<file path="config.mk">
export PLATFORM = sky130hd
export DESIGN_NAME = six_register_machine_execute
export DESIGN_NICKNAME = d
export VERILOG_FILES = /design/src/design/srme_pkg.sv /design/src/design/six_register_machine_execute.sv
export SDC_FILE = /design/constraint.sdc
export NUM_CORES = 2
export LEC_CHECK = 0
export BUFFER_PORTS_ARGS = -buffer_cell sky130_fd_sc_hd__buf_2
export CELL_PAD_IN_SITES_DETAIL_PLACEMENT = 1
export CELL_PAD_IN_SITES_GLOBAL_PLACEMENT = 1
export CORE_ASPECT_RATIO = 1.25
export CORE_MARGIN = 8
export CORE_UTILIZATION = 40
export CTS_CLUSTER_SIZE = 16
export DETAILED_ROUTE_END_ITERATION = 16
export GPL_TIMING_DRIVEN = 0
export PLACE_DENSITY_LB_ADDON = 0.1
export REMOVE_ABC_BUFFERS = 1
export SLEW_MARGIN = 0
export SYNTH_ARGS = -nofsm -noshare
export SYNTH_HDL_FRONTEND = slang
export SYNTH_SLANG_ARGS = --single-unit
</file>
<file path="constraint.sdc">
create_clock -name clk -period 20.4 [get_ports clk]
set_input_delay 4.08 -clock clk [delete_from_list [all_inputs] [get_ports clk]]
set_output_delay 4.08 -clock clk [all_outputs]
set_load 0.01 [all_outputs]
</file>
<file path="src/design/srme_pkg.sv">
`default_nettype none

package srme_pkg;

	localparam int unsigned REGISTER_COUNT    = 6;
	localparam int unsigned PROGRAM_DEPTH_DEF = 256;

	localparam int unsigned WORD_W    = 32;
	localparam int unsigned OPCODE_W  = 4;
	localparam int unsigned OPERAND_W = 31;
	localparam int unsigned REGIDX_W  = 3;
	localparam int unsigned ADDR_W    = 8;
	localparam int unsigned LENGTH_W  = 9;

	localparam int unsigned IN_DATA_W  = 72;
	localparam int unsigned OUT_DATA_W = 48;

	localparam int unsigned CFG_INDEX_W = 2;

	typedef enum logic [CFG_INDEX_W-1:0] {
		CFG_POINTER_REGISTER = 2'd0,
		CFG_START_VALUE      = 2'd1,
		CFG_PROGRAM_LENGTH   = 2'd2
	} cfg_index_t;

	typedef enum logic [OPCODE_W-1:0] {
		OP_ADDR = 4'd0,
		OP_ADDI = 4'd1,
		OP_MULR = 4'd2,
		OP_MULI = 4'd3,
		OP_BANR = 4'd4,
		OP_BANI = 4'd5,
		OP_BORR = 4'd6,
		OP_BORI = 4'd7,
		OP_SETR = 4'd8,
		OP_SETI = 4'd9,
		OP_GTIR = 4'd10,
		OP_GTRI = 4'd11,
		OP_GTRR = 4'd12,
		OP_EQIR = 4'd13,
		OP_EQRI = 4'd14,
		OP_EQRR = 4'd15
	} opcode_t;

	typedef enum logic {
		CMD_EXECUTE = 1'b0,
		CMD_RESTART = 1'b1
	} command_t;

endpackage

`default_nettype wire

</file>
<file path="src/design/six_register_machine_execute.sv">
// A transaction accepted on s_axis is held in the input register and executes once the result
// register is free or being taken; its result is then valid on m_axis (input register, then
// result register). Throughput: one instruction per cycle unless m_axis stalls; the register
// file and pointer update in the cycle the result is registered, so the next instruction sees
// them directly. Reset: arst_n clears registers, pointer, halt flag, configuration and all valid flags.
`default_nettype none

module six_register_machine_execute
	import srme_pkg::*;
#(
	parameter int unsigned PROGRAM_DEPTH = PROGRAM_DEPTH_DEF
) (
	input  wire logic                   clk,
	input  wire logic                   arst_n,

	// configuration write channel
	input  wire logic                   cfg_valid,
	output logic                        cfg_ready,
	input  wire logic [CFG_INDEX_W-1:0] cfg_index,
	input  wire logic [WORD_W-1:0]      cfg_data,

	// instruction stream
	input  wire logic                   s_axis_tvalid,
	output logic                        s_axis_tready,
	// tdata: opcode[3:0], operand_a[34:4], operand_b[65:35], dest_index[68:66], zero pad
	input  wire logic [IN_DATA_W-1:0]   s_axis_tdata,
	// tuser: command (0 execute, 1 restart)
	input  wire logic                   s_axis_tuser,

	// result stream
	output logic                        m_axis_tvalid,
	input  wire logic                   m_axis_tready,
	// tdata: next_address[7:0], halted[8], fault[9], dest_value[41:10], zero pad
	output logic [OUT_DATA_W-1:0]       m_axis_tdata
);

	// pointer never reaches the program depth, so it needs only this many bits
	localparam int unsigned IP_W = (PROGRAM_DEPTH > 1) ? $clog2(PROGRAM_DEPTH) : 1;

	// ---------------------------------------------------------------
	// Configuration registers
	// ---------------------------------------------------------------
	logic [REGIDX_W-1:0] ptr_reg_q;
	logic [WORD_W-1:0]   start_value_q;
	logic [LENGTH_W-1:0] prog_len_q;

	assign cfg_ready = 1'b1;

	always_ff @(posedge clk or negedge arst_n) begin
		if (!arst_n) begin
			ptr_reg_q     <= '0;
			start_value_q <= '0;
			prog_len_q    <= '0;
		end else if (cfg_valid) begin
			unique case (cfg_index)
				CFG_POINTER_REGISTER: ptr_reg_q     <= cfg_data[REGIDX_W-1:0];
				CFG_START_VALUE:      start_value_q <= cfg_data;
				CFG_PROGRAM_LENGTH:   prog_len_q    <= cfg_data[LENGTH_W-1:0];
				default: ;
			endcase
		end
	end

	// clamp the configured length to the program depth
	logic [WORD_W-1:0] eff_len;
	always_comb begin
		if (WORD_W'(prog_len_q) > WORD_W'(PROGRAM_DEPTH))
			eff_len = WORD_W'(PROGRAM_DEPTH);
		else
			eff_len = WORD_W'(prog_len_q);
	end

	// ---------------------------------------------------------------
	// Input register stage
	// ---------------------------------------------------------------
	logic                 valid_s1;
	logic                 cmd_s1;
	logic [OPCODE_W-1:0]  op_s1;
	logic [OPERAND_W-1:0] a_s1;
	logic [OPERAND_W-1:0] b_s1;
	logic [REGIDX_W-1:0]  c_s1;

	logic fire;      // instruction in s1 executes and its result is registered
	logic in_take;

	assign fire          = valid_s1 && (!m_axis_tvalid || m_axis_tready);
	assign s_axis_tready = !valid_s1 || fire;
	assign in_take       = s_axis_tvalid && s_axis_tready;

	always_ff @(posedge clk or negedge arst_n) begin
		if (!arst_n) begin
			valid_s1 <= 1'b0;
		end else if (in_take) begin
			valid_s1 <= 1'b1;
		end else if (fire) begin
			valid_s1 <= 1'b0;
		end
	end

	always_ff @(posedge clk) begin
		if (in_take) begin
			cmd_s1 <= s_axis_tuser;
			op_s1  <= s_axis_tdata[3:0];
			a_s1   <= s_axis_tdata[34:4];
			b_s1   <= s_axis_tdata[65:35];
			c_s1   <= s_axis_tdata[68:66];
		end
	end

	// ---------------------------------------------------------------
	// Machine state
	// ---------------------------------------------------------------
	logic [WORD_W-1:0] rf_q [REGISTER_COUNT];
	logic [IP_W-1:0]   ip_q;
	logic              halt_q;

	logic [WORD_W-1:0] ip_ext;
	logic              bound;
	logic [WORD_W-1:0] rf_view [REGISTER_COUNT];

	assign ip_ext = WORD_W'(ip_q);
	assign bound  = ptr_reg_q < REGIDX_W'(REGISTER_COUNT);

	// register file as seen after the pointer copy
	always_comb begin
		for (int i = 0; i < REGISTER_COUNT; i++) begin
			if (bound && ptr_reg_q == REGIDX_W'(i))
				rf_view[i] = ip_ext;
			else
				rf_view[i] = rf_q[i];
		end
	end

	// ---------------------------------------------------------------
	// Execute
	// ---------------------------------------------------------------
	logic              a_reg, b_reg, fault, stopped;
	logic [WORD_W-1:0] imm_a, imm_b, ra, rb, val, ptr_after, np;
	logic              np_halt;
	logic              do_write;

	assign imm_a = WORD_W'(a_s1);
	assign imm_b = WORD_W'(b_s1);

	always_comb begin
		unique case (op_s1) inside
			OP_SETI, OP_GTIR, OP_EQIR: a_reg = 1'b0;
			default:                   a_reg = 1'b1;
		endcase
		unique case (op_s1) inside
			OP_ADDR, OP_MULR, OP_BANR, OP_BORR,
			OP_GTIR, OP_GTRR, OP_EQIR, OP_EQRR: b_reg = 1'b1;
			default:                           b_reg = 1'b0;
		endcase
	end

	assign stopped = halt_q || (ip_ext >= eff_len);
	assign fault   = (a_reg && imm_a >= WORD_W'(REGISTER_COUNT))
		|| (b_reg && imm_b >= WORD_W'(REGISTER_COUNT))
		|| (c_s1 >= REGIDX_W'(REGISTER_COUNT));

	// operand reads; an index past the file reads zero, only reached on a fault
	always_comb begin
		ra = '0;
		rb = '0;
		for (int i = 0; i < REGISTER_COUNT; i++) begin
			if (a_s1 == OPERAND_W'(i)) ra = rf_view[i];
			if (b_s1 == OPERAND_W'(i)) rb = rf_view[i];
		end
	end

	always_comb begin
		unique case (op_s1)
			OP_ADDR: val = ra + rb;
			OP_ADDI: val = ra + imm_b;
			OP_MULR: val = WORD_W'(ra * rb);
			OP_MULI: val = WORD_W'(ra * imm_b);
			OP_BANR: val = ra & rb;
			OP_BANI: val = ra & imm_b;
			OP_BORR: val = ra | rb;
			OP_BORI: val = ra | imm_b;
			OP_SETR: val = ra;
			OP_SETI: val = imm_a;
			OP_GTIR: val = WORD_W'($signed(imm_a) > $signed(rb));
			OP_GTRI: val = WORD_W'($signed(ra) > $signed(imm_b));
			OP_GTRR: val = WORD_W'($signed(ra) > $signed(rb));
			OP_EQIR: val = WORD_W'(imm_a == rb);
			OP_EQRI: val = WORD_W'(ra == imm_b);
			default: val = WORD_W'(ra == rb);
		endcase
	end

	// bound register after the write back, then advance by one
	always_comb begin
		if (!fault && bound && c_s1 == ptr_reg_q)
			ptr_after = val;
		else
			ptr_after = ip_ext;
		np = ptr_after + WORD_W'(1);
	end

	assign np_halt  = np[WORD_W-1] || (np >= eff_len);
	assign do_write = fire && cmd_s1 == CMD_EXECUTE && !stopped && !fault;

	always_ff @(posedge clk or negedge arst_n) begin
		if (!arst_n) begin
			for (int i = 0; i < REGISTER_COUNT; i++) rf_q[i] <= '0;
			ip_q   <= '0;
			halt_q <= 1'b0;
		end else if (fire) begin
			if (cmd_s1 == CMD_RESTART) begin
				// clear everything, load register zero from configuration
				rf_q[0] <= start_value_q;
				for (int i = 1; i < REGISTER_COUNT; i++) rf_q[i] <= '0;
				ip_q    <= '0;
				halt_q  <= (eff_len == '0);
			end else if (stopped) begin
				halt_q <= 1'b1;
			end else begin
				if (do_write) begin
					// pointer copy, destination write takes precedence
					for (int i = 0; i < REGISTER_COUNT; i++) begin
						if (c_s1 == REGIDX_W'(i))
							rf_q[i] <= val;
						else if (bound && ptr_reg_q == REGIDX_W'(i))
							rf_q[i] <= ip_ext;
					end
				end
				if (np_halt) begin
					halt_q <= 1'b1;
					ip_q   <= '0;
				end else begin
					ip_q <= np[IP_W-1:0];
				end
			end
		end
	end

	// ---------------------------------------------------------------
	// Result register
	// ---------------------------------------------------------------
	logic [ADDR_W-1:0] res_addr;
	logic              res_halt, res_fault;
	logic [WORD_W-1:0] res_val;

	always_comb begin
		res_addr  = '0;
		res_halt  = 1'b0;
		res_fault = 1'b0;
		res_val   = '0;
		if (cmd_s1 == CMD_RESTART) begin
			res_halt = (eff_len == '0);
		end else if (stopped) begin
			res_halt = 1'b1;
		end else begin
			res_fault = fault;
			res_val   = fault ? '0 : val;
			res_halt  = np_halt;
			res_addr  = np_halt ? '0 : np[ADDR_W-1:0];
		end
	end

	always_ff @(posedge clk or negedge arst_n) begin
		if (!arst_n) begin
			m_axis_tvalid <= 1'b0;
		end else if (fire) begin
			m_axis_tvalid <= 1'b1;
		end else if (m_axis_tready) begin
			m_axis_tvalid <= 1'b0;
		end
	end

	always_ff @(posedge clk) begin
		if (fire) begin
			m_axis_tdata <= {6'b0, res_val, res_fault, res_halt, res_addr};
		end
	end

endmodule

`default_nettype wire

</file>
### Word-level counts from Yosys, hierarchy flattened

Index checks and enable logic that the tools add are counted.

* $add $sub $neg: 3
* $mul: 2
* magnitude comparators: 10
* eq/ne operators: 42
* muxes and demuxes: 44
* bitwise logic cells: 5
* reduce and logical (&&, ||, !) cells: 46

Operators with widths (count)
* 32-bit 2-to-1 mux: 25
* 192-bit 2-to-1 mux: 3
* 32-bit case mux with 15 select lines: 1
* 31-bit by 2-bit == test with 1-bit output (second input constant): 4
* 31-bit by 3-bit == test with 1-bit output (second input constant): 4
* 32-bit greater-than comparator: 3
* 31-bit by 1-bit == test with 1-bit output (second input constant): 2
* 31-bit by 3-bit greater-or-equal comparator with 1-bit output (second input constant): 2
* 31-bit zero test: 2
* 32-bit by 1-bit adder with 32-bit output (second input constant): 1
* 32-bit by 31-bit adder with 32-bit output: 1
* 32-bit adder: 1
* 32-bit by 31-bit AND with 32-bit output: 1
* 32-bit AND: 1
* 31-bit by 32-bit == test with 1-bit output: 1
* 32-bit by 31-bit == test with 1-bit output: 1
* 32-bit == test: 1
* 4-bit == test (second input constant): 8
* 32-bit greater-or-equal comparator: 1
* 8-bit by 32-bit greater-or-equal comparator with 1-bit output: 1
* 32-bit zero test: 1
* 32-bit by 31-bit multiplier with 32-bit output: 1
* 32-bit by 32-bit multiplier with 32-bit output: 1
* 32-bit by 31-bit OR with 32-bit output: 1
* other kinds (31): 84

* register bits: 359
* input bits: 112
* output and inout port bits: 51
* word-level logic and storage cells: 173

### Logic depth before layout (Yosys ltp)

* depth in word-level cells: 18
* gate-level depth with buffers: 46
* gate-level depth less buffers: 39

### Worst setup path after synthesis

OpenSTA, ideal clock, no wires.

* path type: register to register
* from: register a_s1[6]
* to: register m_axis_tdata[8], data pin
* setup time: 0.255 ns
* arrival: 11.451 ns
* data required time: 20.145 ns
* slack: 8.694 ns
* cell stages (with the launch flop): 43
* buffers on the path: 5
* clock period less this slack: 11.706 ns
* path through: edfxtp_1 > or3_4 > or3_4 > buf_2 > or4_1 > a21oi_1 > and2_1 > clkbuf_1 > clkbuf_1 > ha_1 > inv_1 > fa_1 > inv_1 > fa_1 > fa_1 > inv_1 > fa_1 > inv_1 > [... 7 more ...] > clkbuf_1 > a21o_1 > a21o_1 > a21o_1 > and3_1 > a2111oi_0 > nand2_1 > xnor2_1 > nor2_1 > a2111oi_0 > or3_1 > nor2_1 > a2111oi_0 > nor3_1 > o41ai_1 > nand2_2 > buf_6 > and2_1

* word-level cells in the longest chain between the ends: 15
* elaborated cells between the ends (all ways): 40
* those cells by class: add/sub: 3; mul: 2; order compare: 5; eq/ne: 8; mux: 10; bitwise: 4; reduce/logical: 8

RTL lines
* start: declaration: RTL line six_register_machine_execute.sv:79 `logic [OPERAND_W-1:0] a_s1;`
* start signal: assignment: RTL line six_register_machine_execute.sv:104 `a_s1 <= s_axis_tdata[34:4];`
* 31-bit zero test: RTL line six_register_machine_execute.sv:167 `if (a_s1 == OPERAND_W'(i)) ra = rf_view[i];`
* 32-bit 2-to-1 mux (6 in a row): RTL line six_register_machine_execute.sv:167
* 32-bit by 31-bit multiplier with 32-bit output (tied with other cells): RTL line six_register_machine_execute.sv:177 `OP_MULI: val = WORD_W'(ra * imm_b);`
* 32-bit case mux with 15 select lines: RTL line six_register_machine_execute.sv:173 `unique case (op_s1)`
* 32-bit 2-to-1 mux *: RTL line six_register_machine_execute.sv:195 `if (!fault && bound && c_s1 == ptr_reg_q)`
* 32-bit by 1-bit adder with 32-bit output *: RTL line six_register_machine_execute.sv:199 `np = ptr_after + WORD_W'(1);`
* 32-bit greater-or-equal comparator: RTL line six_register_machine_execute.sv:202 `assign np_halt = np[WORD_W-1] || (np >= eff_len);`
* 1-bit logical OR *: RTL line six_register_machine_execute.sv:202
* 1-bit 2-to-1 mux *: RTL line six_register_machine_execute.sv:253 `end else if (stopped) begin`
* 1-bit 2-to-1 mux *: RTL line six_register_machine_execute.sv:251 `if (cmd_s1 == CMD_RESTART) begin`
* named net res_halt: RTL line six_register_machine_execute.sv:243 `logic res_halt, res_fault;`
* end signal: assignment: RTL line six_register_machine_execute.sv:275 `m_axis_tdata <= {6'b0, res_val, res_fault, res_halt, res_addr};`
* end: declaration: RTL line six_register_machine_execute.sv:34 `output logic [OUT_DATA_W-1:0] m_axis_tdata`

The timed path passes the listed nets; every way through them passes the cells marked *.
A chain may end at the register's enable or synchronous reset.

### Final worst setup path

* from: register b_s1[8]
* to: register m_axis_tdata[8], data pin

* word-level cells in the longest chain between the ends: 15
* elaborated cells between the ends (all ways): 40
* those cells by class: add/sub: 3; mul: 2; order compare: 5; eq/ne: 8; mux: 10; bitwise: 4; reduce/logical: 8

RTL lines
* start: declaration: RTL line six_register_machine_execute.sv:80 `logic [OPERAND_W-1:0] b_s1;`
* start signal: assignment: RTL line six_register_machine_execute.sv:105 `b_s1 <= s_axis_tdata[65:35];`
* 31-bit zero test: RTL line six_register_machine_execute.sv:168 `if (b_s1 == OPERAND_W'(i)) rb = rf_view[i];`
* 32-bit 2-to-1 mux (6 in a row): RTL line six_register_machine_execute.sv:168
* 32-bit by 32-bit multiplier with 32-bit output (tied with other cells): RTL line six_register_machine_execute.sv:176 `OP_MULR: val = WORD_W'(ra * rb);`
* 32-bit case mux with 15 select lines: RTL line six_register_machine_execute.sv:173
* 32-bit 2-to-1 mux *: RTL line six_register_machine_execute.sv:195
* 32-bit by 1-bit adder with 32-bit output *: RTL line six_register_machine_execute.sv:199
* 32-bit greater-or-equal comparator: RTL line six_register_machine_execute.sv:202
* 1-bit logical OR *: RTL line six_register_machine_execute.sv:202
* 1-bit 2-to-1 mux *: RTL line six_register_machine_execute.sv:253
* 1-bit 2-to-1 mux *: RTL line six_register_machine_execute.sv:251
* named net res_halt: RTL line six_register_machine_execute.sv:243

Marks and branches as above.

==> results by group <==
Logic synthesis
  • Synth warnings: 0
  • Post-synth EDFFs: 112
  • Cells after synthesis: 6764
  • Synth cell count leaders: inv_1 (871), nand2_1 (835), fa_1 (818), nor2_1 (812), ha_1 (541)
  • Synth Flop Type: dfrtp_1
  • Yosys top cell area share: 27.9%
  • Largest cells by area after synthesis: fa_1 (28%), ha_1 (12%), dfrtp_1 (11%), edfxtp_1 (5.7%), inv_1 (5.6%)
  • Synth area leader: fa_1
  • Async set-reset flop share out of synthesis: 68.8%
  • Mapped Area: 58700 um2
  • Most frequent cell after synthesis: inv_1
  • Synthesized flop and latch total: 359
  • Syn Area/Cell: 8.68 um2
  • Library cells used by synthesis: 103
  • Register area share after synthesis: 16.3%

GRT
  • Initial antenna violation count: 23
  • Largest net degree at the start of global routing: 105
  • GR Overflow Total: 0
  • All-Layer GR Usage: 38.4%
  • Vias in the first global route: 58159
  • First-pass GRT wire length: 435000 um

Placed design
  • Port bufs: 152
  • Cell total after placement: 8550
  • RePlAce Congestion: 0.987
  • HPWL after detailed placement: 240000 um

Final layout
  • Share of cells above drive strength 1: 8.91%
  • Fillers: 17020
  • Area grow syn2layout: 10.5%
  • Finished Layout Cells: 8646
  • Sequential cell area: 9540 um2
  • Final nets: 8162
  • Final core occ: 44.4%
  • Multi-input gate area: 44700 um2

Clock tree
  • Clock Latency Late Sink: 0.70 ns
  • CTS buffer count: 42
  • Post-CTS resize count: 0
  • Worst-path clk slew: 0.06 ns
  • H-tree levels: 2
  • Postcts setup bufs: 0
  • CTS tree: yes
  • Clk root buf: clkbuf_16
  • Clock Path Buffers: 3
  • # hold bufs at CTS: 0
  • CTS sink count: 359

Detailed routing
  • Top Layer Used: met5
  • Vias post-DR: 54548
  • M1 WL: 112000 um
  • Antenna viol nets, final: 0
  • Post-Route WL: 309000 um
  • DR iter-0 viols: 4928
  • Wire per inst: 35.8 um
  • Met2 WL: 143000 um
  • Drt drc: 0
  • DR WL met3: 23200 um
  • Via density: 6.31
  • Length of the first detailed-routing pass in iterations: 7

Setup path
  • Most frequent CP cell: fa_1
  • CP Capture Type: register
  • CP top delay family: simple AND/OR/NAND/NOR gates
  • Slowest-stage cell, CP: clkinv_1
  • Max FO, Critical Path: 21
  • Worst Path Arrival: 17.57 ns
  • CP required: 20.80 ns
  • CP startpoint kind: register
  • Worst Path Buf+Inv: 3
  • CP peak stage delay: 1.48 ns
  • Crit Path Category: reg -> reg

Timing
  • Final Setup Violations: 0
  • Clock Skew: 0.0789 ns
  • RSZ-0062 raised after global routing: no
  • Tcrit/Tclk final: 84.1%
  • Min Clock Period, post-route: 17.17 ns
  • Slew headroom: -5.63%
  • Slew @ Worst Pin: 1.58 ns
  • Hold Vio Cnt, Final: 0
  • Fin. max-slew vios: 61
  • FMAX: 58.3 MHz
  • TNS Setup: 0 ns

Power and ir drop
  • Maximum VDD drop: 0.0657 mV
  • Final Total Pwr: 2230 uW
  • Leakage: 0.0295 uW
  • Pwr/cell area: 34.3 nW/um2

Hold path
  • Hold crit path type: reg -> reg

Floorplanning
  • Die Area: 159000 um2
  • Ports: 163
  • Core ar.: 146000 um2
  • Die width: 359 um
  • Initial cell density of the core: 40.1%
  • Chip height: 444 um
  • FP Rows: 157

Outcome
  • Failing checks: max-capacitance violations, max-slew violations
  • Run status: complete, but fails checks

Job
  • Max cap viols: 5
layout by cell type, fill, tap and decap left out, types with 23 or more instances in the layout:
cell type / netlist / final
dfrtp_1: 247 / 247
nor2_1: 812 / 796
fa_1: 818 / 818
a21oi_1: 294 / 288
a221oi_1: 24 / 23
o211ai_1: 41 / 41
mux2i_1: 61 / 61
buf_16: 0 / 43
nand2b_1: 35 / 35
nor2b_1: 47 / 45
xor2_1: 47 / 47
buf_8: 0 / 29
nor3_1: 78 / 60
nand4_1: 38 / 38
a21o_1: 58 / 58
a22o_1: 47 / 47
edfxtp_1: 112 / 112
xnor2_1: 99 / 98
a211oi_1: 68 / 61
nand2_1: 835 / 832
buf_6: 1 / 27
inv_1: 871 / 860
ha_1: 541 / 541
a31oi_1: 46 / 44
o21ai_0: 294 / 292
a22oi_1: 42 / 41
o22ai_1: 26 / 26
nor4_1: 42 / 41
clkbuf_16: 0 / 44
nand3_1: 130 / 129
and3_1: 39 / 39
mux2_2: 63 / 63
o21a_1: 25 / 25
buf_2: 29 / 152
worst paths after layout:
kind / from / endpoint / slack [ns] / cells past startpoint
setup / recovery: b_s1[8] / m_axis_tdata[8] / 3.23 / 33
hold / removal: rf_q[19] / rf_q[19] / 0.49 / 2
setup reg to reg: b_s1[8] / m_axis_tdata[8] / 3.23 / 33
hold reg to reg: rf_q[19] / rf_q[19] / 0.49 / 2
max in group asynchronous: arst_n / rf_q[4] / 15.57 / 3
min in group asynchronous: arst_n / rf_q[156] / 3.34 / 1
sequential cells by signal (all words and copies together), names as in the netlist:
name	count
b_s1	31
m_axis_tdata	42
m_axis_tvalid	1
op_s1	4
a_s1	31
ptr_reg_q	3
start_value_q	32
cmd_s1	1
valid_s1	1
halt_q	1
c_s1	3
ip_q	8
prog_len_q	9
rf_q	192
stage by stage:
stage / cell area [um2] / worst slack [ns] / hold slack [ns]
final: 64900 / 3.23 / 0.491
after global routing: 64800 / 3.23 / 0.517
after floorplan: 57100 / 6.43 / 0.450
after detailed placement: 63200 / 3.66 / 0.471
after global placement: 60200 / -11.37 / 0.465
after CTS: 64700 / 3.62 / 0.485
worst register-to-register path, delay by kind of cell, from the launching register on:
| kind | cells | cell delay (ns) |
|---|---|---|
| AOI/OAI and AO/OA | 12 | 4.88 |
| adders and majority gates | 9 | 4.43 |
| buffers and inverters | 3 | 1.60 |
| DFF | 1 | 0.95 |
| and+or+nand+nor | 9 | 5.02 |
cell type report:
class                      count  area share [%]
multi-input combinational   5087            69.0
sequential                   359            14.7
inverter                     905            5.26
timing repair buffer         296            5.07
tap                         1908            3.68
clock buffer                  62            1.88
clock inverter                16           0.390
antenna                       13          0.0502
cell families after synthesis:
group	count (synthesis)	synth area share, %
simple gates	2203	16.4
fa+ha+maj	1359	39.4
buf+inv	1323	8.59
compound gates	1222	13.8
flops	359	16.3
xor+xnor	163	2.83
mux	133	2.59
other cells	2	0.0128
routing by layer:
layer  global-route usage, %  up-vias
li1                        -    22217
met1                    44.2    28296
met4                    30.8       12
met3                    7.57     1124
met2                    62.0     2899
met5                       0        -
power breakdown:
part	switching, uW	internal (uW)
sequential	102	798
combinational	325	152
clock	367	481
No activity file was read; power rests on OpenSTA's default activity.
